**src/sv/rbpb_pkg.sv**
```systemverilog
// shared types, codes and arithmetic helpers for the rgba blit pixel blend block
package rbpb_pkg;

  localparam int CfgIdxW  = 3;
  localparam int CfgDataW = 8;

  localparam logic [7:0] ChanMax = 8'd255;

  typedef struct packed {
    logic [7:0] src_red;
    logic [7:0] src_green;
    logic [7:0] src_blue;
    logic [7:0] src_a;
    logic [7:0] dst_red;
    logic [7:0] dst_green;
    logic [7:0] dst_blue;
    logic [7:0] dst_alpha;
  } pix_in_t;

  typedef struct packed {
    logic [7:0] out_red;
    logic [7:0] out_green;
    logic [7:0] out_blue;
    logic [7:0] out_alpha;
    logic       write_pixel;
  } pix_out_t;

  typedef enum logic [CfgIdxW-1:0] {
    CFG_MUL_RED,
    CFG_MUL_GREEN,
    CFG_MUL_BLUE,
    CFG_MUL_ALPHA,
    CFG_BLEND_EN
  } cfg_idx_e;

  typedef struct packed {
    logic [7:0] mul_red;
    logic [7:0] mul_green;
    logic [7:0] mul_blue;
    logic [7:0] mul_alpha;
    logic       blend_en;
  } cfg_t;

  typedef enum logic [2:0] {
    MODE_TINT_COPY,
    MODE_SKIP,
    MODE_TINT_BLEND,
    MODE_SRC_COPY,
    MODE_STRAIGHT
  } mode_e;

  typedef struct packed {
    mode_e   mode;
    pix_in_t pix;
  } job_t;

  // exact floor(x / 255) for x up to 255 * 255
  function automatic logic [7:0] div255(logic [15:0] x);
    logic [16:0] t;
    t = 17'(x) + 17'd1 + 17'(x[15:8]);
    return t[15:8];
  endfunction

  function automatic logic [7:0] sat_add(logic [7:0] a, logic [7:0] b);
    logic [8:0] s;
    s = 9'(a) + 9'(b);
    return s[8] ? ChanMax : s[7:0];
  endfunction

endpackage

```
**src/sv/rbpb_fifo.sv**
```systemverilog
// small register queue, used between front and back and as the result queue
module rbpb_fifo import rbpb_pkg::*; #(
  parameter int  Depth = 4,
  parameter type T     = logic
) (
  input  logic clk_i,
  input  logic rst_ni,
  input  logic push_i,
  input  T     data_i,
  output logic full_o,
  input  logic pop_i,
  output T     data_o,
  output logic empty_o
);

  localparam int PtrW = $clog2(Depth);

  T               mem_q [Depth];
  logic [PtrW:0]  wr_q, wr_d;
  logic [PtrW:0]  rd_q, rd_d;
  logic           do_push, do_pop;

  assign full_o  = (wr_q[PtrW] != rd_q[PtrW]) && (wr_q[PtrW-1:0] == rd_q[PtrW-1:0]);
  assign empty_o = (wr_q == rd_q);
  assign do_push = push_i && !full_o;
  assign do_pop  = pop_i && !empty_o;
  assign data_o  = mem_q[rd_q[PtrW-1:0]];

  always_comb begin
    wr_d = wr_q;
    rd_d = rd_q;
    if (do_push) begin
      wr_d = wr_q + (PtrW+1)'(1);
    end
    if (do_pop) begin
      rd_d = rd_q + (PtrW+1)'(1);
    end
  end

  always_ff @(posedge clk_i or negedge rst_ni) begin
    if (!rst_ni) begin
      wr_q <= '0;
      rd_q <= '0;
    end else begin
      wr_q <= wr_d;
      rd_q <= rd_d;
    end
  end

  always_ff @(posedge clk_i) begin
    if (do_push) begin
      mem_q[wr_q[PtrW-1:0]] <= data_i;
    end
  end

endmodule

```
**config.mk**
```make
export PLATFORM = sky130hd
export DESIGN_NAME = rbpb_fifo
export DESIGN_NICKNAME = d
export VERILOG_FILES = /design/src/sv/rbpb_pkg.sv /design/src/sv/rbpb_fifo.sv
export SDC_FILE = /design/constraint.sdc
export NUM_CORES = 1
export LEC_CHECK = 0
export BUFFER_PORTS_ARGS = -buffer_cell sky130_fd_sc_hd__buf_2
export CAP_MARGIN = 0
export CORE_UTILIZATION = 45
export DETAILED_ROUTE_END_ITERATION = 7
export PLACE_DENSITY = 0.67
export SYNTH_ARGS = -nofsm -noshare
export SYNTH_HDL_FRONTEND = slang
export SYNTH_SLANG_ARGS = --single-unit
```
**constraint.sdc**
```tcl
create_clock -name clk_i -period 1.8 [get_ports clk_i]
set_input_delay 0.54 -clock clk_i [delete_from_list [all_inputs] [get_ports clk_i]]
set_output_delay 0.54 -clock clk_i [all_outputs]
set_load 0.005 [all_outputs]
```
==> flow_summary.json <==
{
  "status": "finished with violations",
  "failed_checks": "negative setup slack",
  "core_um2": 1171,
  "yosys.area_share.simple": 0.09205,
  "overflow": 0,
  "ir_drop_uv": 1005,
  "yosysMostFrequentCell": "dfrtp_1",
  "finalHoldViolations": 0,
  "grt_pass1_vias": 461,
  "cts_root_buffer": "clkbuf_4",
  "viasPerCell": 5.315,
  "gp_congestion": 0.7574,
  "rows": 12,
  "hold_slack_ns": 0.07075,
  "gr-usage-all-layers": 0.2334,
  "fmax_mhz": 512.1,
  "synth_area_leaders": "dfrtp_1, edfxtp_1, ha_1",
  "hold_buffers": 0,
  "power.total_uw": 1744,
  "hold_path_class": "input pin to asynchronous set/reset pin",
  "drive_gt1_frac": 0.4267,
  "drc": 0,
  "synth-edff-count": 4,
  "port_buffers": 7,
  "antenna_left": 0,
  "io_pins": 8,
  "yosys_warnings": 0,
  "fin_cells": 89,
  "leakagePower_uw": 0.0003761,
  "wl_um": 1409,
  "synth_nets": 61,
  "first_iter_violations": 5,
  "synth.distinct_cells": 18,
  "cp_cell_sequence": "xor2_2 > or3_4 > inv_2 > buf_6",
  "syn-instance-count": 51,
  "vias": 473,
  "fin_crit_sh": 1.085,
  "cp-start-kind": "flip-flop",
  "synth_compound_area_frac": 0.1527,
  "numCtsBuffers": 3,
  "synthXorXnorAreaFrac": 0.1297,
  "cts_tree": "done",
  "path_max_fanout": 4,
  "synth-adder-area-share": 0.1046,
  "dp.cells": 80,
  "antenna_found_initial": 0,
  "drv_slew": 0,
  "worst_pin_slew_ns": 0.2636,
  "endpoint_kind": "output port",
  "dr.pass1.iters": 4,
  "power.density_nw_per_um2": 2106,
  "synthMuxAreaShare": 0.04393,
  "grt_start_max_net_pins": 9,
  "die_height_um": 38.46,
  "synthFlopType": "dfrtp_1",
  "cts.sinks": 10,
  "synth_top_area_frac": 0.2510,
  "max_stage_delay_ns": 0.41,
  "yosysSeqAreaShare": 0.4519,
  "yosysTopAreaCell": "dfrtp_1",
  "h-tree-depth": 1,
  "period_minus_slack_ns": 1.953,
  "synth.avg_cell_area_um2": 11.73,
  "drv_cap": 0,
  "rsz0062_at_grt": "true",
  "setup_viol": 3,
  "die_area_um2": 1479,
  "crit_type": "flip-flop to output port",
  "slew_headroom": 0.8228,
  "cp_slowest_cell": "dfrtp_1",
  "syn_to_final_growth_pct": 38.49,
  "wl_per_cell_um": 15.83,
  "clockBufferDepth": 2,
  "initial_utilization": 0.5107,
  "clk_pin_slew_ns": 0.08,
  "diodes": 0,
  "nNetsFinal": 86,
  "grt_pass1_wl_um": 2208,
  "finalSetupTns_ns": -0.2801,
  "rr_worst_depth": 7,
  "cp_data_required_time_ns": 1.26,
  "synth_top_family_by_area": "compound AO/OA/AOI/OAI gates",
  "synthArstFlopShare": 0.6000,
  "worst_slack_ns": -0.1528,
  "worst-r2r-setup-slack_ns": 0.24,
  "synth_commonest_cells": "dfrtp_1, ha_1, o31ai_1",
  "die_w_um": 38.46,
  "syn-cell-area_um2": 598.1,
  "ys_seq_elements": 10,
  "finClkSkew_ns": 0.008908,
  "clk_latency_ns": 0.28,
  "arrival_ns": 1.41
}
## worst max-delay path: cells and delay by family (launching register included)
family | cells | cell delay [ns]
DFF | 1 | 0.41
and+or+nand+nor | 1 | 0.39
xor gates and xnor gates | 1 | 0.20
buffers and inverters | 2 | 0.14
## power breakdown
part,internal (uW),switching [uW],leakage [uW]
sequential,329,83.7,0.000109
combinational,605,552,0.000252
clock,86.0,88.9,0.0000150
total,1020,725,0.000376
## per-layer routing
| metal | global-route usage | up-vias | wire [um] |
|---|---|---|---|
| li1 | - | 233 | - |
| met1 | 0.3074 | 230 | 637 |
| met2 | 0.3771 | 8 | 721 |
| met3 | 0.03488 | 2 | 25 |
| met4 | 0.1034 | 0 | 24 |
| met5 | 0 | - | 0 |
## sequential cells by signal, indices dropped and copies added, names as in the netlist
| signal | flops |
|---|---|
| mem_q | 4 |
| wr_q | 3 |
| rd_q | 3 |
## layout by cell type (no fill, tap or decap), types with 2 or more instances in the layout
cell and instances:
a21oi_1 4, and3_1 3, buf_6 3, buf_4 11, o31ai_1 5, nand2_1 2
inv_1 3, ha_1 5, xor2_2 2, buf_2 6, dfrtp_1 5, clkbuf_4 3
xnor2_1 4, nand2b_1 2, edfxtp_1 4, a211oi_1 2
## worst paths after layout
path / start / endpoint
max: rd_q[1] / full_o
min reg2reg: rd_q[2] / rd_q[2]
max reg2reg: wr_q[1] / wr_q[1]
min in group clk_i: data_i / mem_q[0]
max in group asynchronous: rst_ni / rd_q[0]
min: rst_ni / rd_q[0]
## metrics by stage
step / cell area, um2 / setup WS, ns / util
after global placement: 710.7 / 0.1062 / 0.6068
after detailed placement: 710.7 / 0.06696 / 0.6068
final: 828.3 / -0.1528 / 0.7073
after global routing: 828.3 / -0.1937 / 0.7073
after floorplan: 598.1 / 0.08105 / -
after CTS: 793.3 / -0.1447 / 0.6774
## final cells by class
type	count	area, um2
clock buffer	4	26.28
timing repair buffer	20	146.4
fill	92	342.8
multi-input combinational	37	351.6
inverter	4	15.01
tap	14	17.52
sequential	10	271.5
## what timing repair did
item | in CTS | in global routing
cloned | 0 | 0
pin swaps | 3 | 2
resized for setup | 6 | 6
buffers inserted | 4 | 1
endpoints found under the setup margin | 3 | 3
## cells by family (layout without fill, tap and decap cells)
logic type      after synthesis  count (layout)
compound gates               13              13
flops                        10              10
simple gates                 10              10
xor+xnor                      8               8
fa+ha+maj                     5               5
buf+inv                       4              28
mux                           1               1
Note: power is estimated with default switching activity, not from simulation.
