--- src/sv/rbpb_pkg.sv ---
// shared types, codes and arithmetic helpers for the rgba blit pixel blend block
package rbpb_pkg;

  localparam int CfgIdxW  = 3;
  localparam int CfgDataW = 8;

  localparam logic [7:0] ChanMax = 8'd255;

  typedef struct packed {
    logic [7:0] src_red;
    logic [7:0] src_green;
    logic [7:0] src_blue;
    logic [7:0] src_a;
    logic [7:0] dst_red;
    logic [7:0] dst_green;
    logic [7:0] dst_blue;
    logic [7:0] dst_alpha;
  } pix_in_t;

  typedef struct packed {
    logic [7:0] out_red;
    logic [7:0] out_green;
    logic [7:0] out_blue;
    logic [7:0] out_alpha;
    logic       write_pixel;
  } pix_out_t;

  typedef enum logic [CfgIdxW-1:0] {
    CFG_MUL_RED,
    CFG_MUL_GREEN,
    CFG_MUL_BLUE,
    CFG_MUL_ALPHA,
    CFG_BLEND_EN
  } cfg_idx_e;

  typedef struct packed {
    logic [7:0] mul_red;
    logic [7:0] mul_green;
    logic [7:0] mul_blue;
    logic [7:0] mul_alpha;
    logic       blend_en;
  } cfg_t;

  typedef enum logic [2:0] {
    MODE_TINT_COPY,
    MODE_SKIP,
    MODE_TINT_BLEND,
    MODE_SRC_COPY,
    MODE_STRAIGHT
  } mode_e;

  typedef struct packed {
    mode_e   mode;
    pix_in_t pix;
  } job_t;

  // exact floor(x / 255) for x up to 255 * 255
  function automatic logic [7:0] div255(logic [15:0] x);
    logic [16:0] t;
    t = 17'(x) + 17'd1 + 17'(x[15:8]);
    return t[15:8];
  endfunction

  function automatic logic [7:0] sat_add(logic [7:0] a, logic [7:0] b);
    logic [8:0] s;
    s = 9'(a) + 9'(b);
    return s[8] ? ChanMax : s[7:0];
  endfunction

endpackage

--- src/sv/rbpb_back.sv ---
// back end: six-stage multiply and divide-by-255 pipeline with a common stall
module rbpb_back import rbpb_pkg::*; (
  input  logic     clk_i,
  input  logic     rst_ni,
  input  job_t     job_i,
  input  logic     job_valid_i,
  output logic     job_pop_o,
  input  cfg_t     cfg_i,
  output pix_out_t res_o,
  output logic     res_push_o,
  input  logic     res_full_i
);

  localparam int NStage = 6;

  logic [NStage-1:0] v_q;
  logic              en;

  logic [7:0] j_src [4];
  logic [7:0] j_dst [3];
  logic [7:0] j_mul [3];

  mode_e       s1_mode_q;
  logic [7:0]  s1_src_q [4];
  logic [7:0]  s1_da_q;
  logic [15:0] s1_pm_q [3];
  logic [15:0] s1_pd_q [3];
  logic [15:0] s1_cp_q [3];
  logic [15:0] s1_tap_q;

  mode_e       s2_mode_q;
  logic [7:0]  s2_src_q [4];
  logic [7:0]  s2_da_q;
  logic [7:0]  s2_pmv_q [3];
  logic [7:0]  s2_pdv_q [3];
  logic [7:0]  s2_cp_q [4];
  logic [7:0]  s2_ta_q;

  mode_e       s3_mode_q;
  logic [7:0]  s3_src_q [4];
  logic [7:0]  s3_da_q;
  logic [15:0] s3_ma_q [3];
  logic [15:0] s3_mb_q [3];
  logic [15:0] s3_ms_q [3];
  logic [7:0]  s3_pdv_q [3];
  logic [7:0]  s3_cp_q [4];
  logic [7:0]  s3_ta_q;

  mode_e       s4_mode_q;
  logic [7:0]  s4_src_q [4];
  logic [7:0]  s4_da_q;
  logic [7:0]  s4_r1_q [3];
  logic [7:0]  s4_st_q [3];
  logic [7:0]  s4_pdv_q [3];
  logic [7:0]  s4_cp_q [4];
  logic [7:0]  s4_ta_q;

  mode_e       s5_mode_q;
  logic [7:0]  s5_src_q [4];
  logic [7:0]  s5_da_q;
  logic [15:0] s5_m2a_q [3];
  logic [15:0] s5_m2b_q [3];
  logic [7:0]  s5_st_q [3];
  logic [7:0]  s5_cp_q [4];
  logic [7:0]  s5_ta_q;

  pix_out_t    s6_res_q, s6_res_d;
  logic [7:0]  r2 [3];

  // the whole pipe holds when the last stage cannot drain
  assign en         = !(v_q[NStage-1] && res_full_i);
  assign job_pop_o  = en && job_valid_i;
  assign res_push_o = v_q[NStage-1] && !res_full_i;
  assign res_o      = s6_res_q;

  always_comb begin
    j_src[0] = job_i.pix.src_red;
    j_src[1] = job_i.pix.src_green;
    j_src[2] = job_i.pix.src_blue;
    j_src[3] = job_i.pix.src_a;
    j_dst[0] = job_i.pix.dst_red;
    j_dst[1] = job_i.pix.dst_green;
    j_dst[2] = job_i.pix.dst_blue;
    j_mul[0] = cfg_i.mul_red;
    j_mul[1] = cfg_i.mul_green;
    j_mul[2] = cfg_i.mul_blue;
  end

  always_ff @(posedge clk_i or negedge rst_ni) begin
    if (!rst_ni) begin
      v_q <= '0;
    end else if (en) begin
      v_q <= {v_q[NStage-2:0], job_valid_i};
    end
  end

  always_ff @(posedge clk_i) begin
    if (en) begin
      // stage 1: premultiply products and tint products
      s1_mode_q <= job_i.mode;
      s1_da_q   <= job_i.pix.dst_alpha;
      s1_tap_q  <= 16'(cfg_i.mul_alpha) * 16'(job_i.pix.src_a);
      for (int c = 0; c < 4; c++) begin
        s1_src_q[c] <= j_src[c];
      end
      for (int c = 0; c < 3; c++) begin
        s1_pm_q[c] <= 16'(j_mul[c]) * 16'(cfg_i.mul_alpha);
        s1_pd_q[c] <= 16'(j_dst[c]) * 16'(job_i.pix.dst_alpha);
        s1_cp_q[c] <= 16'(j_mul[c]) * 16'(j_src[c]);
      end

      // stage 2: divide by 255, tinted copy by shift
      s2_mode_q  <= s1_mode_q;
      s2_da_q    <= s1_da_q;
      s2_ta_q    <= div255(s1_tap_q);
      s2_cp_q[3] <= s1_tap_q[15:8];
      for (int c = 0; c < 4; c++) begin
        s2_src_q[c] <= s1_src_q[c];
      end
      for (int c = 0; c < 3; c++) begin
        s2_pmv_q[c] <= div255(s1_pm_q[c]);
        s2_pdv_q[c] <= div255(s1_pd_q[c]);
        s2_cp_q[c]  <= s1_cp_q[c][15:8];
      end

      // stage 3: first mix products, weighted by source alpha
      s3_mode_q <= s2_mode_q;
      s3_da_q   <= s2_da_q;
      s3_ta_q   <= s2_ta_q;
      for (int c = 0; c < 4; c++) begin
        s3_src_q[c] <= s2_src_q[c];
        s3_cp_q[c]  <= s2_cp_q[c];
      end
      for (int c = 0; c < 3; c++) begin
        s3_ma_q[c]  <= 16'(s2_pmv_q[c]) * 16'(ChanMax - s2_src_q[3]);
        s3_mb_q[c]  <= 16'(s2_src_q[c]) * 16'(s2_src_q[3]);
        s3_ms_q[c]  <= 16'(s2_pdv_q[c]) * 16'(ChanMax - s2_src_q[3]);
        s3_pdv_q[c] <= s2_pdv_q[c];
      end

      // stage 4: source over tint and source over destination
      s4_mode_q <= s3_mode_q;
      s4_da_q   <= s3_da_q;
      s4_ta_q   <= s3_ta_q;
      for (int c = 0; c < 4; c++) begin
        s4_src_q[c] <= s3_src_q[c];
        s4_cp_q[c]  <= s3_cp_q[c];
      end
      for (int c = 0; c < 3; c++) begin
        s4_r1_q[c]  <= div255(s3_ma_q[c]) + div255(s3_mb_q[c]);
        s4_st_q[c]  <= div255(s3_ms_q[c]) + div255(s3_mb_q[c]);
        s4_pdv_q[c] <= s3_pdv_q[c];
      end

      // stage 5: second mix products, weighted by tinted alpha
      s5_mode_q <= s4_mode_q;
      s5_da_q   <= s4_da_q;
      s5_ta_q   <= s4_ta_q;
      for (int c = 0; c < 4; c++) begin
        s5_src_q[c] <= s4_src_q[c];
        s5_cp_q[c]  <= s4_cp_q[c];
      end
      for (int c = 0; c < 3; c++) begin
        s5_m2a_q[c] <= 16'(s4_pdv_q[c]) * 16'(ChanMax - s4_ta_q);
        s5_m2b_q[c] <= 16'(s4_r1_q[c]) * 16'(s4_ta_q);
        s5_st_q[c]  <= s4_st_q[c];
      end

      // stage 6: final select
      s6_res_q <= s6_res_d;
    end
  end

  always_comb begin
    for (int c = 0; c < 3; c++) begin
      r2[c] = div255(s5_m2a_q[c]) + div255(s5_m2b_q[c]);
    end
  end

  always_comb begin
    s6_res_d.write_pixel = 1'b1;
    case (s5_mode_q)
      MODE_TINT_COPY: begin
        s6_res_d.out_red   = s5_cp_q[0];
        s6_res_d.out_green = s5_cp_q[1];
        s6_res_d.out_blue  = s5_cp_q[2];
        s6_res_d.out_alpha = s5_cp_q[3];
      end
      MODE_SKIP: begin
        s6_res_d.out_red     = 8'd0;
        s6_res_d.out_green   = 8'd0;
        s6_res_d.out_blue    = 8'd0;
        s6_res_d.out_alpha   = 8'd0;
        s6_res_d.write_pixel = 1'b0;
      end
      MODE_TINT_BLEND: begin
        s6_res_d.out_red   = r2[0];
        s6_res_d.out_green = r2[1];
        s6_res_d.out_blue  = r2[2];
        s6_res_d.out_alpha = sat_add(s5_da_q, s5_ta_q);
      end
      MODE_SRC_COPY: begin
        s6_res_d.out_red   = s5_src_q[0];
        s6_res_d.out_green = s5_src_q[1];
        s6_res_d.out_blue  = s5_src_q[2];
        s6_res_d.out_alpha = s5_src_q[3];
      end
      MODE_STRAIGHT: begin
        s6_res_d.out_red   = s5_st_q[0];
        s6_res_d.out_green = s5_st_q[1];
        s6_res_d.out_blue  = s5_st_q[2];
        s6_res_d.out_alpha = sat_add(s5_da_q, s5_src_q[3]);
      end
      default: begin
        s6_res_d.out_red     = 8'd0;
        s6_res_d.out_green   = 8'd0;
        s6_res_d.out_blue    = 8'd0;
        s6_res_d.out_alpha   = 8'd0;
        s6_res_d.write_pixel = 1'b0;
      end
    endcase
  end

endmodule

--- config.mk ---
export PLATFORM = sky130hd
export DESIGN_NAME = rbpb_back
export DESIGN_NICKNAME = d
export VERILOG_FILES = /design/src/sv/rbpb_pkg.sv /design/src/sv/rbpb_back.sv
export SDC_FILE = /design/constraint.sdc
export NUM_CORES = 2
export LEC_CHECK = 0
export BUFFER_PORTS_ARGS = -buffer_cell sky130_fd_sc_hd__buf_2
export CAP_MARGIN = 25
export CORE_ASPECT_RATIO = 1.25
export CORE_MARGIN = 1.5
export CORE_UTILIZATION = 60
export DETAILED_ROUTE_END_ITERATION = 10
export GPL_TIMING_DRIVEN = 0
export PLACE_DENSITY = 0.87
export RECOVER_POWER = 25
export SYNTH_ARGS = -nofsm -noshare
export SYNTH_HDL_FRONTEND = slang
export SYNTH_SLANG_ARGS = --single-unit
--- constraint.sdc ---
create_clock -name clk_i -period 46.2 [get_ports clk_i]
set_input_delay 9.24 -clock clk_i [delete_from_list [all_inputs] [get_ports clk_i]]
set_output_delay 9.24 -clock clk_i [all_outputs]
set_load 0.02 [all_outputs]
==> impl_metrics.ini <==
[outcome]
status = completed

[worst_setup_path]
cp.required_ps = 36960
worstRegToRegCells = 18
worst-setup-path-type = input port to output pin
r2r-end = s3_ms_q[0][47]
reg2reg_from = s2_src_q[3][2]
crit_fanout = 54
cp-end-kind = output pin
worstPathArrival_ps = 10340
r2r_setup_slack_ps = 39960
cp-start-kind = input port

[clocking]
clock_latency_ps = 750
cts_hold_buffers = 0
clk_path_buf_depth = 3
post_cts_buffers = 0
cts_resized = 0
cts_made_buffers = 95
cts_num_sinks = 958
path_clk_slew_ps = 70
cts_tree = done
cts_root_buf = clkbuf_16
htree_num_levels = 3

[flow_run]
max_cap_violations = 0

[sta]
whs_ps = 414
max-slew-margin-rel = 0.156
hold_viol_final = 0
fin_skew_ps = 28.9
setup_violations = 0
tns_ps = 0
max_freq_mhz = 51.1
tightest_slew_ps = 1260
fin_ws_ps = 26620
timing.final.crit_share = 0.424
rsz0062_at_grt = false
fin_crit_ps = 19580
slew_violations = 0

[routing]
vias = 60600
vias_per_cell = 5.73
drt_first_pass_iters = 8
drcViolationCount = 0
first_iter_violations = 4369
detail-route-antenna-nets = 0
wl_per_cell_um = 20.5
finalWirelength_um = 217000

[floorplanning]
die_x_um = 350
die_area_um2 = 153000
io_pins = 139
num_rows = 158
core_um2 = 149000
start_util = 0.606
die_y_um = 436

[grt]
antenna_found_initial = 17
grt_pass1_vias = 65200
grt_max_degree = 75
grt_util_all_layers = 0.290
grt_pass1_wl_um = 344000
grt_overflow_total = 0

[synth]
synthAdderAreaFrac = 0.359
synth-main-ff-cell = edfxtp_1
avgSynthCellArea_um2 = 10.9
yosysWarningCount = 0
synth_top_area_frac = 0.317
synth_compound_area_frac = 0.0559
syn_inst = 8232
synth_area_leaders = edfxtp_1 (32%), fa_1 (20%), ha_1 (16%)
ys_seq_area_frac = 0.319
synth_xor_xnor_area_share = 0.0496
synth_area_um2 = 90100
async_reset_ff_frac = 0.00626
ys_seq_elements = 958
yosysTopAreaCell = edfxtp_1
synth_top_family_by_area = adder cells
synthMuxAreaShare = 0.00239
synth_nets = 10400
synth_commonest_cells = inv_1 (1322), ha_1 (1128), edfxtp_1 (952), fa_1 (910), and2_1 (846)
synthSimpleGateAreaFrac = 0.152
yosysMostFrequentCell = inv_1
synth_edf_count = 952
yosysUniqueCellTypes = 74

[placement]
dp_cells = 10400
gp_congestion = 0.965
hpwlAfterDp_um = 172000
portBuffers = 137
place_ws_ps = 26570

[cells_and_area]
syn_to_final_growth_pct = 7.47
fillers = 10800
layout.cells.non_filler = 10600
final_nets = 10600
drive_above_1_share = 0.0396

[worst_hold_path]
hold-path-endpoint = s4_src_q[0][5]
hold_class = register to register
min_from = s3_src_q[0][5]
min_path_cells = 0
how the worst max path moves through the flow:
stage,startpoint,slack [ps],end,depth (start not counted)
global route,res_full_i,26520,job_pop_o,4
finish,res_full_i,26620,job_pop_o,4
detailed placement,res_full_i,26570,job_pop_o,4
CTS,res_full_i,26580,job_pop_o,4
global placement,res_full_i,-440,job_pop_o,4
floorplan,res_full_i,5870,job_pop_o,2
layout make-up:
class,instances,area (µm²),area share
inverters,1324,4970,0.0513
diodes,12,30.0,0.000310
repair buffers,151,1060,0.0110
clock buffers,107,2420,0.0250
flip-flops and latches,958,28700,0.297
plain buffers,184,691,0.00713
clock inverters,71,716,0.00739
multi-input cells,5766,55700,0.575
well taps,2000,2500,0.0258
worst max-delay path, stage by stage:
cell and delay, ps:
buf_2 130, nand2_4 550, and2_1 240, buf_2 170
cell usage in the layout (no fill, tap or decap), drive strengths merged, types with 65 or more instances in the layout:
cell type | netlist | layout
a21oi | 241 | 241
and2 | 846 | 846
buf | 1 | 151
clkbuf | 183 | 291
edfxtp | 952 | 952
fa | 910 | 910
ha | 1128 | 1128
inv | 1324 | 1337
nand2 | 340 | 340
nand2b | 185 | 185
nand3 | 104 | 104
nor2 | 228 | 228
nor2b | 506 | 506
nor3 | 65 | 65
o21a | 75 | 75
o21ai | 135 | 135
xnor2 | 425 | 425
xor2 | 78 | 78
routing by layer:
| metal | global-route usage | vias up | part of all wire |
|---|---|---|---|
| li1 | - | 27500 | - |
| met1 | 0.326 | 30000 | 0.36 |
| met2 | 0.503 | 2329 | 0.49 |
| met3 | 0.0438 | 741 | 0.065 |
| met4 | 0.209 | 8 | 0.082 |
| met5 | 0 | - | 0.00026 |
per-stage QoR:
step | util | instance area (µm²)
detailed placement | 0.630 | 93700
floorplan | - | 90100
finish | 0.651 | 96800
global placement | 0.628 | 93300
global route | 0.651 | 96800
CTS | 0.651 | 96800
cells by family after synthesis:
logic type               count (synthesis)
AO/OA/AOI/OAI                          764
flip-flops                             958
adder cells (fa/ha/maj)               2038
buffers and inverters                 1508
XOR/XNOR                               506
AND/OR/NAND/NOR                       2437
multiplexers                            21
registers in the layout (all words and copies together), names as in the netlist, 32 cells and up:
signal    count
s4_src_q     32
s3_ma_q      48
s3_src_q     32
s1_src_q     32
s2_cp_q      32
s5_cp_q      32
s4_cp_q      32
res_o        33
s2_src_q     32
s1_pm_q      48
s3_cp_q      32
s5_m2b_q     48
s3_mb_q      48
s1_pd_q      48
s5_src_q     32
s3_ms_q      48
s5_m2a_q     48
Power is not shown: default switching activity piles up to over one toggle a cycle in this logic, so the estimate is an artifact.
