===== src/sv/rbpb_pkg.sv =====
// shared types, codes and arithmetic helpers for the rgba blit pixel blend block
package rbpb_pkg;

  localparam int CfgIdxW  = 3;
  localparam int CfgDataW = 8;

  localparam logic [7:0] ChanMax = 8'd255;

  typedef struct packed {
    logic [7:0] src_red;
    logic [7:0] src_green;
    logic [7:0] src_blue;
    logic [7:0] src_a;
    logic [7:0] dst_red;
    logic [7:0] dst_green;
    logic [7:0] dst_blue;
    logic [7:0] dst_alpha;
  } pix_in_t;

  typedef struct packed {
    logic [7:0] out_red;
    logic [7:0] out_green;
    logic [7:0] out_blue;
    logic [7:0] out_alpha;
    logic       write_pixel;
  } pix_out_t;

  typedef enum logic [CfgIdxW-1:0] {
    CFG_MUL_RED,
    CFG_MUL_GREEN,
    CFG_MUL_BLUE,
    CFG_MUL_ALPHA,
    CFG_BLEND_EN
  } cfg_idx_e;

  typedef struct packed {
    logic [7:0] mul_red;
    logic [7:0] mul_green;
    logic [7:0] mul_blue;
    logic [7:0] mul_alpha;
    logic       blend_en;
  } cfg_t;

  typedef enum logic [2:0] {
    MODE_TINT_COPY,
    MODE_SKIP,
    MODE_TINT_BLEND,
    MODE_SRC_COPY,
    MODE_STRAIGHT
  } mode_e;

  typedef struct packed {
    mode_e   mode;
    pix_in_t pix;
  } job_t;

  // exact floor(x / 255) for x up to 255 * 255
  function automatic logic [7:0] div255(logic [15:0] x);
    logic [16:0] t;
    t = 17'(x) + 17'd1 + 17'(x[15:8]);
    return t[15:8];
  endfunction

  function automatic logic [7:0] sat_add(logic [7:0] a, logic [7:0] b);
    logic [8:0] s;
    s = 9'(a) + 9'(b);
    return s[8] ? ChanMax : s[7:0];
  endfunction

endpackage


===== src/sv/rbpb_front.sv =====
// front end: tint and blend registers, per-pixel case classification
module rbpb_front import rbpb_pkg::*; (
  input  logic                clk_i,
  input  logic                rst_ni,
  input  logic                cfg_we_i,
  input  logic [CfgIdxW-1:0]  cfg_idx_i,
  input  logic [CfgDataW-1:0] cfg_data_i,
  input  pix_in_t             pix_i,
  output job_t                job_o,
  output cfg_t                cfg_o
);

  cfg_t cfg_q, cfg_d;
  logic tint_white;

  always_comb begin
    cfg_d = cfg_q;
    if (cfg_we_i) begin
      case (cfg_idx_e'(cfg_idx_i))
        CFG_MUL_RED:   cfg_d.mul_red   = cfg_data_i;
        CFG_MUL_GREEN: cfg_d.mul_green = cfg_data_i;
        CFG_MUL_BLUE:  cfg_d.mul_blue  = cfg_data_i;
        CFG_MUL_ALPHA: cfg_d.mul_alpha = cfg_data_i;
        CFG_BLEND_EN:  cfg_d.blend_en  = cfg_data_i[0];
        default:       cfg_d = cfg_q;
      endcase
    end
  end

  always_ff @(posedge clk_i or negedge rst_ni) begin
    if (!rst_ni) begin
      cfg_q <= '{mul_red: ChanMax, mul_green: ChanMax, mul_blue: ChanMax,
                 mul_alpha: ChanMax, blend_en: 1'b0};
    end else begin
      cfg_q <= cfg_d;
    end
  end

  assign cfg_o = cfg_q;
  assign tint_white = (cfg_q.mul_red == ChanMax) && (cfg_q.mul_green == ChanMax) &&
                      (cfg_q.mul_blue == ChanMax) && (cfg_q.mul_alpha == ChanMax);

  always_comb begin
    job_o.pix = pix_i;
    if (!cfg_q.blend_en) begin
      job_o.mode = MODE_TINT_COPY;
    end else if (pix_i.src_a == 8'd0) begin
      job_o.mode = MODE_SKIP;
    end else if (!tint_white) begin
      job_o.mode = MODE_TINT_BLEND;
    end else if (pix_i.dst_alpha == 8'd0) begin
      job_o.mode = MODE_SRC_COPY;
    end else begin
      job_o.mode = MODE_STRAIGHT;
    end
  end

endmodule


===== config.mk =====
export PLATFORM = sky130hd
export DESIGN_NAME = rbpb_front
export DESIGN_NICKNAME = d
export VERILOG_FILES = /design/src/sv/rbpb_pkg.sv /design/src/sv/rbpb_front.sv
export SDC_FILE = /design/constraint.sdc
export NUM_CORES = 1
export LEC_CHECK = 0
export ABC_AREA = 1
export ABC_CLOCK_PERIOD_IN_PS = 2400
export CAP_MARGIN = 20
export CORE_ASPECT_RATIO = 2
export CORE_MARGIN = 2
export CORE_UTILIZATION = 30
export CTS_BUF_LIST = sky130_fd_sc_hd__clkbuf_2 sky130_fd_sc_hd__clkbuf_4 sky130_fd_sc_hd__clkbuf_8
export DETAILED_ROUTE_END_ITERATION = 8
export DONT_BUFFER_PORTS = 1
export GPL_TIMING_DRIVEN = 0
export PLACE_DENSITY = 0.53
export SETUP_SLACK_MARGIN = 0.02
export SLEW_MARGIN = 40
export SYNTH_ARGS = -nofsm -noshare
export SYNTH_HDL_FRONTEND = slang
export SYNTH_SLANG_ARGS = --single-unit

===== constraint.sdc =====
create_clock -name clk_i -period 2.4 [get_ports clk_i]
set_clock_uncertainty 0.15 [all_clocks]
set_input_delay 0.24 -clock clk_i [delete_from_list [all_inputs] [get_ports clk_i]]
set_output_delay 0.24 -clock clk_i [all_outputs]
set_load 0.005 [all_outputs]

==> results of run 1 <==
[cell type report]
cell class	instances	area [um2]
clock inverters	1	5.005
fillers	730	4513
multi-input cells	123	710.7
plain buffers	68	538.0
well taps	90	112.6
inverters	13	48.80
clock buffers	7	96.34
repair buffers	4	50.05
flip-flops and latches	33	865.8
[routing by layer]
layer	up-vias	global-route usage, %
met1	687	12.24
met3	5	7.227
met4	0	6.522
li1	707	-
met2	120	29.95
met5	-	0
[power by group through the flow]
stage / Sequential, mW / Combinational, mW / Clock, mW
2_1_floorplan: 0.830 / 0.275 / 0
3_3_place_gp: 0.883 / 0.307 / 0
3_5_place_dp: 0.887 / 0.311 / 0
4_1_cts: 0.878 / 0.330 / 0.482
5_1_grt: 0.891 / 0.364 / 0.505
6_report: 0.870 / 0.324 / 0.460
[tightest hold or removal path, cell delays in order]
cell	delay, ns
nand3_1	0.07
nand2_1	0.06
o21ai_1	0.05
[synthesized netlist by cell type]
cell type and n:
nor2_2 1, buf_4 64, inv_1 12, nand2_4 1
buf_8 1, nand2_1 52, dfstp_2 32, buf_12 1
buf_6 2, o21ai_2 30, nand3_1 2, dfrtp_1 1
nor2_1 22, nand3b_1 1, o21ai_1 3, nand3b_4 2
inv_2 1, nand3_4 1, a21oi_1 1, nand2_2 6
nor2_8 1
[kinds of logic after synthesis]
family | synth area share (%)
simple gates | 19.78
buf+inv | 27.12
compound gates | 13.07
flops | 40.02
[through the flow]
stage	hold slack (ns)	total power, mW	setup WS [ns]
after floorplan	-0.2056	1.105	0.9396
after global placement	-0.2028	1.189	0.6651
after detailed placement	-0.2025	1.198	0.6571
after CTS	0.002371	1.690	0.3285
after global routing	0.06343	1.760	0.2417
final	0.02712	1.654	0.3813
[what timing repair did]
action,4_1_cts,5_1_grt
setup buffers,0,0
hold buffers,4,0
gates resized for setup,0,0
hold endpoints to repair,34,0
[how the worst max path moves through the flow]
stage                     startpoint        end  slack [ns]  cells after the start
final                      cfg_o[13]  job_o[64]        0.38                      6
after global routing       cfg_o[13]  job_o[64]        0.24                      6
after CTS                  cfg_o[13]  job_o[64]        0.33                      6
after detailed placement   cfg_o[13]  job_o[64]        0.66                      6
after global placement     cfg_o[13]  job_o[64]        0.67                      6
after floorplan            cfg_o[30]  job_o[64]        0.94                      6
==> flow_summary.json, run 1 <==
{
  "status": "finished, final reports clean",
  "wl_per_cell_um": 18.17,
  "largest_reg_flops": 33,
  "synth-seq-cells": 33,
  "start_util_pct": 31.17,
  "min_period_over_period_pct": 84.11,
  "synthTopCellsByArea": "dfstp_2, buf_4, o21ai_2",
  "p_clk_share_pct": 27.8,
  "drc": 0,
  "area_delta_synth_final_pct": 12.20,
  "vias": 1519,
  "viasPerCell": 4.481,
  "dr.pass1.iters": 4,
  "top_layer_used": "met4",
  "rows": 43,
  "hold_depth": 3,
  "ys_seq_area_share_pct": 40.02,
  "critPathLaunchType": "flop",
  "r2r_slack_ns": 1.47,
  "setup-violations-final": 0,
  "pwr-share-comb_pct": 19.6,
  "slowest_stage": "dfstp_2",
  "synth_area_um2": 2163,
  "nets": 326,
  "synth_nets": 315,
  "drv_slew": 0,
  "num_io_pins": 178,
  "min_period_ns": 2.019,
  "first_global_vias": 1436,
  "die_area_um2": 7947,
  "stdcell_area_um2": 2427,
  "grt_setup_unrepaired": "no",
  "hold_viol": 0,
  "yosysUniqueCellTypes": 21,
  "netSwitchingFraction_pct": 29.44,
  "antennaDiodeCount": 0,
  "hp-class": "in2reg",
  "place_inst": 327,
  "crit_type": "reg2out",
  "antenna_found_initial": 0,
  "crit_chain": "nand2_1 > nor2_1 > nand2_1 > nor2_1 > nand3_1 > a21oi_1",
  "first_iter_violations": 33,
  "clock_path_buffers": 2,
  "die_h_um": 124.1,
  "endpoint_kind": "output port",
  "final_core_util_pct": 34.97,
  "yosys_warnings": 0,
  "die-width_um": 64.05,
  "p_int_mw": 1.167,
  "critical-path-top-delay-family": "simple AND/OR/NAND/NOR gates",
  "overflow": 0,
  "place_area_um2": 2276,
  "drive_above_1_share_pct": 61.04,
  "powerDensity_nw_per_um2": 681.6,
  "cts_buffers": 5,
  "leakagePower_nw": 1.108,
  "cts_tree": "built",
  "seqPwrFrac_pct": 52.6,
  "numClockSinks": 33,
  "final_common_cell": "buf_4",
  "avgSynthCellArea_um2": 9.128,
  "worstPathArrival_ns": 1.63,
  "totalWireLength_um": 6159,
  "hold_path_startpoint": "cfg_idx_i[2]",
  "gp_congestion": 0.7362,
  "postRouteAntennaNets": 0,
  "cts_root_buf": "clkbuf_8",
  "finalNonFillerCells": 339,
  "cts_max_level": 2,
  "routed-wl-met3_um": 900,
  "slew_headroom_pct": 78.49,
  "crit_fanout": 3,
  "grt_max_degree": 34,
  "crit_buf_inv": 0,
  "r2r-end": "cfg_o[18]",
  "grt_first_pass_wirelength_um": 8528,
  "io_buffers": 0,
  "peakVddDrop_mv": 0.3908,
  "hold-path-endpoint": "cfg_o[0]",
  "tns_ns": 0,
  "fp.coreArea_um2": 6940,
  "max_clock_freq_ghz": 0.4954,
  "reg2regPathDepth": 2,
  "wl_met1_um": 1594,
  "drv_cap": 0,
  "clkLatencyLatePin_ns": 0.28,
  "dp_hpwl_um": 5197,
  "p_sw_mw": 0.4871,
  "yosys.area.top_type": "dfstp_2",
  "syn_inst": 237,
  "synth_top_area_share_pct": 38.87,
  "critPathMaxStageDelay_ns": 0.56,
  "worst_slew_pin_slew_ns": 0.3223,
  "wl_met2_um": 3557,
  "track_usage_pct": 15.21,
  "rr_startpoint": "cfg_o[18]",
  "required_ns": 2.01,
  "cts.clk_slew.worst_paths_ns": 0.07,
  "mostFrequentLayoutCells": "buf_4, nand2_1, dfstp_2, o21ai_2, nor2_1"
}
(Power assumes the default switching activity.)
==> run 2: changes to the inputs <==
--- a/config.mk
+++ b/config.mk
@@ -6,7 +6,7 @@
 export NUM_CORES = 1
 export LEC_CHECK = 0
 export ABC_AREA = 1
-export ABC_CLOCK_PERIOD_IN_PS = 2400
+export ABC_CLOCK_PERIOD_IN_PS = 1900
 export CAP_MARGIN = 20
 export CORE_ASPECT_RATIO = 2
 export CORE_MARGIN = 2
==> constraint.sdc (replaced) <==
create_clock -name clk_i -period 1.9 [get_ports clk_i]
set_clock_uncertainty 0.15 [all_clocks]
set_input_delay 0.19 -clock clk_i [delete_from_list [all_inputs] [get_ports clk_i]]
set_output_delay 0.19 -clock clk_i [all_outputs]
set_load 0.005 [all_outputs]
==> flow_summary.json, run 2 (synthesis gave the netlist of run 1 again) <==
{
  "fillers": 737,
  "cts_root_buf": "clkbuf_8",
  "peakVddDrop_mv": 0.4953,
  "leakagePower_nw": 1.118,
  "stdcell_area_um2": 2494,
  "min_period_ns": 1.852,
  "post-cts-setup-buffers": 0,
  "drv_slew": 0,
  "cts_max_level": 2,
  "antenna_found_initial": 0,
  "worst_slew_pin_slew_ns": 0.3310,
  "vias": 1526,
  "nets": 328,
  "mostFrequentLayoutCells": "buf_4, nand2_1, dfstp_2, o21ai_2, nor2_1",
  "rows": 43,
  "slew_headroom_pct": 77.91,
  "dp_slack_ns": 0.2071,
  "drc": 0,
  "finalNonFillerCells": 341,
  "hp-class": "in2reg",
  "num_io_pins": 178,
  "die_area_um2": 7947,
  "drv_cap": 0,
  "clock_path_buffers": 2,
  "crit_chain": "nand2_2 > nor2_4 > nand2_2 > nor2_4 > nand3b_1 > nor2_1",
  "min_period_over_period_pct": 97.45,
  "fp.coreArea_um2": 6940,
  "max_clock_freq_ghz": 0.5401,
  "first_iter_violations": 23,
  "io_buffers": 0,
  "dr.pass1.iters": 3,
  "status": "finished, final reports clean",
  "powerDensity_nw_per_um2": 848.8,
  "tns_ns": 0,
  "die-width_um": 64.05,
  "slowest_stage": "dfstp_2",
  "place_inst": 327,
  "drive_above_1_share_pct": 65.74,
  "largest_reg_flops": 33,
  "critPathLaunchType": "flop",
  "crit_buf_inv": 0,
  "setup_slack_ns": 0.04845,
  "track_usage_pct": 15.38,
  "area_delta_synth_final_pct": 15.27,
  "antennaDiodeCount": 0,
  "crit_type": "reg2out",
  "start_util_pct": 31.17,
  "final_common_cell": "buf_4",
  "endpoint_kind": "output port",
  "postRouteAntennaNets": 0,
  "p_total_mw": 2.117,
  "cts_buffers": 5,
  "required_ns": 1.56,
  "cts_tree": "built",
  "viasPerCell": 4.475,
  "critical-path-top-delay-family": "simple AND/OR/NAND/NOR gates",
  "critPathMaxStageDelay_ns": 0.57,
  "hold_viol": 0,
  "cts.clk_slew.worst_paths_ns": 0.07,
  "totalWireLength_um": 6267,
  "numClockSinks": 33,
  "die_h_um": 124.1,
  "dp_hpwl_um": 5197,
  "grt_max_degree": 34,
  "first_global_vias": 1474,
  "hold_slack_ns": 0.01140,
  "gp_congestion": 0.7362,
  "place_area_um2": 2276,
  "final_core_util_pct": 35.93,
  "overflow": 0,
  "wl_per_cell_um": 18.38,
  "setup-violations-final": 0,
  "worstPathArrival_ns": 1.51,
  "grt_setup_unrepaired": "yes",
  "crit_fanout": 3,
  "grt_first_pass_wirelength_um": 8659,
  "clkLatencyLatePin_ns": 0.29
}
-- run 2: per-layer routing --
layer | track usage [%] | vias up | wire length (um)
met2 | 29.95 | 121 | 3586
met4 | 7.609 | 0 | 152
met1 | 12.46 | 691 | 1651
li1 | - | 707 | -
met3 | 6.956 | 7 | 877
met5 | 0 | - | 0
-- run 2: cell type report --
type | count | area [um2] | share of cell area (%)
Sequential cell | 33 | 865.8 | 34.72
Multi-Input combinational cell | 123 | 757.0 | 30.36
Buffer | 68 | 538.0 | 21.58
Tap cell | 90 | 112.6 | 4.516
Clock buffer | 7 | 96.34 | 3.864
Timing Repair Buffer | 6 | 70.07 | 2.810
Inverter | 13 | 48.80 | 1.957
Clock inverter | 1 | 5.005 | 0.2007
-- run 2: power breakdown --
group,leakage (nW),switching [mW],internal [mW]
Combinational,0.716,0.205,0.217
Clock,0.0542,0.260,0.327
Sequential,0.347,0.172,0.936
Total,1.12,0.636,1.48
-- run 2: timing repair --
action / in CTS / in global routing
endpoints found under the hold margin: 40 / 0
resized for setup: 9 / 6
setup endpoints to repair: 3 / 3
hold buffers: 6 / 0
pin swaps: 9 / 12
-- run 2: tightest hold or removal path: stages --
cell	delay [ns]
nand3b_4	0.11
nand2_1	0.07
o21ai_2	0.05
-- run 2: final timing paths --
check | start | to | slack, ns | depth (start not counted)
max reg2reg | cfg_o[18] | cfg_o[18] | 0.96 | 2
min in group asynchronous | rst_ni | cfg_o[0] | 0.21 | 2
max in group asynchronous | rst_ni | cfg_o[4] | 1.14 | 2
max | cfg_o[12] | job_o[66] | 0.05 | 6
min reg2reg | cfg_o[15] | cfg_o[15] | 0.34 | 2
min | cfg_idx_i[0] | cfg_o[21] | 0.01 | 3
==> run 3: changes to the inputs <==
--- a/config.mk
+++ b/config.mk
@@ -15,6 +15,7 @@
 export DETAILED_ROUTE_END_ITERATION = 8
 export DONT_BUFFER_PORTS = 1
 export GPL_TIMING_DRIVEN = 0
+export HOLD_SLACK_MARGIN = 0.08
 export PLACE_DENSITY = 0.53
 export SETUP_SLACK_MARGIN = 0.02
 export SLEW_MARGIN = 40
==> flow_summary.json, run 3 (synthesis gave the netlist of run 1 again) <==
{
  "worstPathArrival_ns": 1.51,
  "postRouteAntennaNets": 0,
  "grt_setup_unrepaired": "yes",
  "vias": 1576,
  "fp.coreArea_um2": 6940,
  "start_util_pct": 31.17,
  "p_total_mw": 2.139,
  "drc": 0,
  "hold_viol": 0,
  "grt_use_met1_pct": 12.75,
  "grt_first_pass_wirelength_um": 8714,
  "required_ns": 1.56,
  "drv_cap": 0,
  "dp_hpwl_um": 5197,
  "busiest_layer": "met2",
  "viasPerCell": 4.490,
  "dr.pass1.iters": 2,
  "status": "finished, final reports clean",
  "first_global_vias": 1487,
  "post-cts-setup-buffers": 0,
  "final_common_cell": "buf_4",
  "cts_buffers": 5,
  "p_clk_share_pct": 27.3,
  "drive_above_1_share_pct": 63.22,
  "wl_per_cell_um": 17.99,
  "numClockSinks": 33,
  "netSwitchingFraction_pct": 30.01,
  "pwr-share-comb_pct": 20.9,
  "die-width_um": 64.05,
  "met3_usage_pct": 6.594,
  "powerDensity_nw_per_um2": 822.4,
  "reg2regPathDepth": 3,
  "crit_fanout": 3,
  "drv_slew": 0,
  "p_sw_mw": 0.6420,
  "place_inst": 327,
  "grt_max_degree": 34,
  "hold_path_startpoint": "cfg_data_i[0]",
  "r2r_slack_ns": 0.46,
  "min_period_over_period_pct": 97.63,
  "antenna_found_initial": 0,
  "area_delta_synth_final_pct": 20.24,
  "rows": 43,
  "io_buffers": 0,
  "clock_path_buffers": 2,
  "cts_root_buf": "clkbuf_8",
  "cts.clk_slew.worst_paths_ns": 0.07,
  "hp-class": "in2reg",
  "gp_congestion": 0.7362,
  "mostFrequentLayoutCells": "buf_4, nand2_1, dfstp_2, o21ai_2, nor2_1",
  "die_h_um": 124.1,
  "r2r-end": "cfg_o[3]",
  "totalWireLength_um": 6313,
  "largest_reg_flops": 33,
  "p_int_mw": 1.497,
  "use_met2_pct": 30.60,
  "antennaDiodeCount": 0,
  "cts_max_level": 2,
  "endpoint_kind": "output port",
  "slew_headroom_pct": 77.17,
  "cts_tree": "built",
  "num_io_pins": 178,
  "nets": 338,
  "max_clock_freq_ghz": 0.5391,
  "crit_type": "reg2out",
  "min_period_ns": 1.855,
  "rr_startpoint": "cfg_o[3]",
  "hold_depth": 2,
  "leakagePower_nw": 1.163,
  "track_usage_pct": 15.44,
  "die_area_um2": 7947,
  "critPathLaunchType": "flop",
  "clkLatencyLatePin_ns": 0.29,
  "hold-path-endpoint": "cfg_o[25]",
  "overflow": 0,
  "seqPwrFrac_pct": 51.8,
  "worst_slew_pin_slew_ns": 0.3414,
  "first_iter_violations": 26,
  "peakVddDrop_mv": 0.5041,
  "setup-violations-final": 0,
  "finalNonFillerCells": 351
}
[run 3: stage by stage]
stage	area, um2	hold slack [ns]	setup WS, ns	utilization (%)	TNS, ns
after CTS	2556	0.08288	0.003158	36.83	0
after floorplan	2163	-0.2556	0.4896	-	0
after global placement	2276	-0.2528	0.2151	32.79	0
after global routing	2601	0.08928	-0.05442	37.48	-0.1151
final	2601	0.08476	0.04509	37.48	0
after detailed placement	2276	-0.2525	0.2071	32.79	0
[run 3: repair_timing]
action                                  CTS  global route
endpoints found under the setup margin    3             9
hold buffers                             14             2
hold endpoints to repair                 65             4
pin swaps                                 9            12
gates resized for setup                   9             8
[run 3: metal layers]
metal  vias to the layer above  routed length [um]
li1                        733                   -
met1                       715                1641
met2                       123                3697
met3                         5                 861
met4                         0                 112
met5                         -                   0
[run 3: critical path, cell delays in order (launching register included)]
cell and delay (ns):
dfstp_2 0.56, nand2_2 0.07, nor2_4 0.13, nand2_2 0.07, nor2_4 0.13, nand3b_1 0.11, nor2_1 0.15
[run 3: cell type report]
cell class	instances	area, um2
tap	90	112.6
fill	725	4339
clock buffer	7	96.34
multi-input combinational	123	762.0
sequential	33	865.8
clock inverter	1	5.005
buffer	68	538.0
timing repair buffer	16	172.7
inverter	13	48.80
[run 3: how the worst max path moves through the flow]
stage                          from         to  slack (ns)  depth (start not counted)
after floorplan           cfg_o[30]  job_o[64]        0.49                          6
after detailed placement  cfg_o[13]  job_o[64]        0.21                          6
after global placement    cfg_o[13]  job_o[64]        0.22                          6
after global routing      cfg_o[10]  job_o[66]       -0.05                          6
final                     cfg_o[12]  job_o[66]        0.05                          6
after CTS                  cfg_o[8]  job_o[64]       0.003                          6
[run 3: power groups by stage]
| stage | clock [mW] | combinational [mW] | sequential (mW) |
|---|---|---|---|
| after floorplan | 0 | 0.347 | 1.05 |
| after global placement | 0 | 0.387 | 1.12 |
| after detailed placement | 0 | 0.393 | 1.12 |
| after CTS | 0.609 | 0.449 | 1.11 |
| after global routing | 0.637 | 0.502 | 1.13 |
| final | 0.584 | 0.447 | 1.11 |
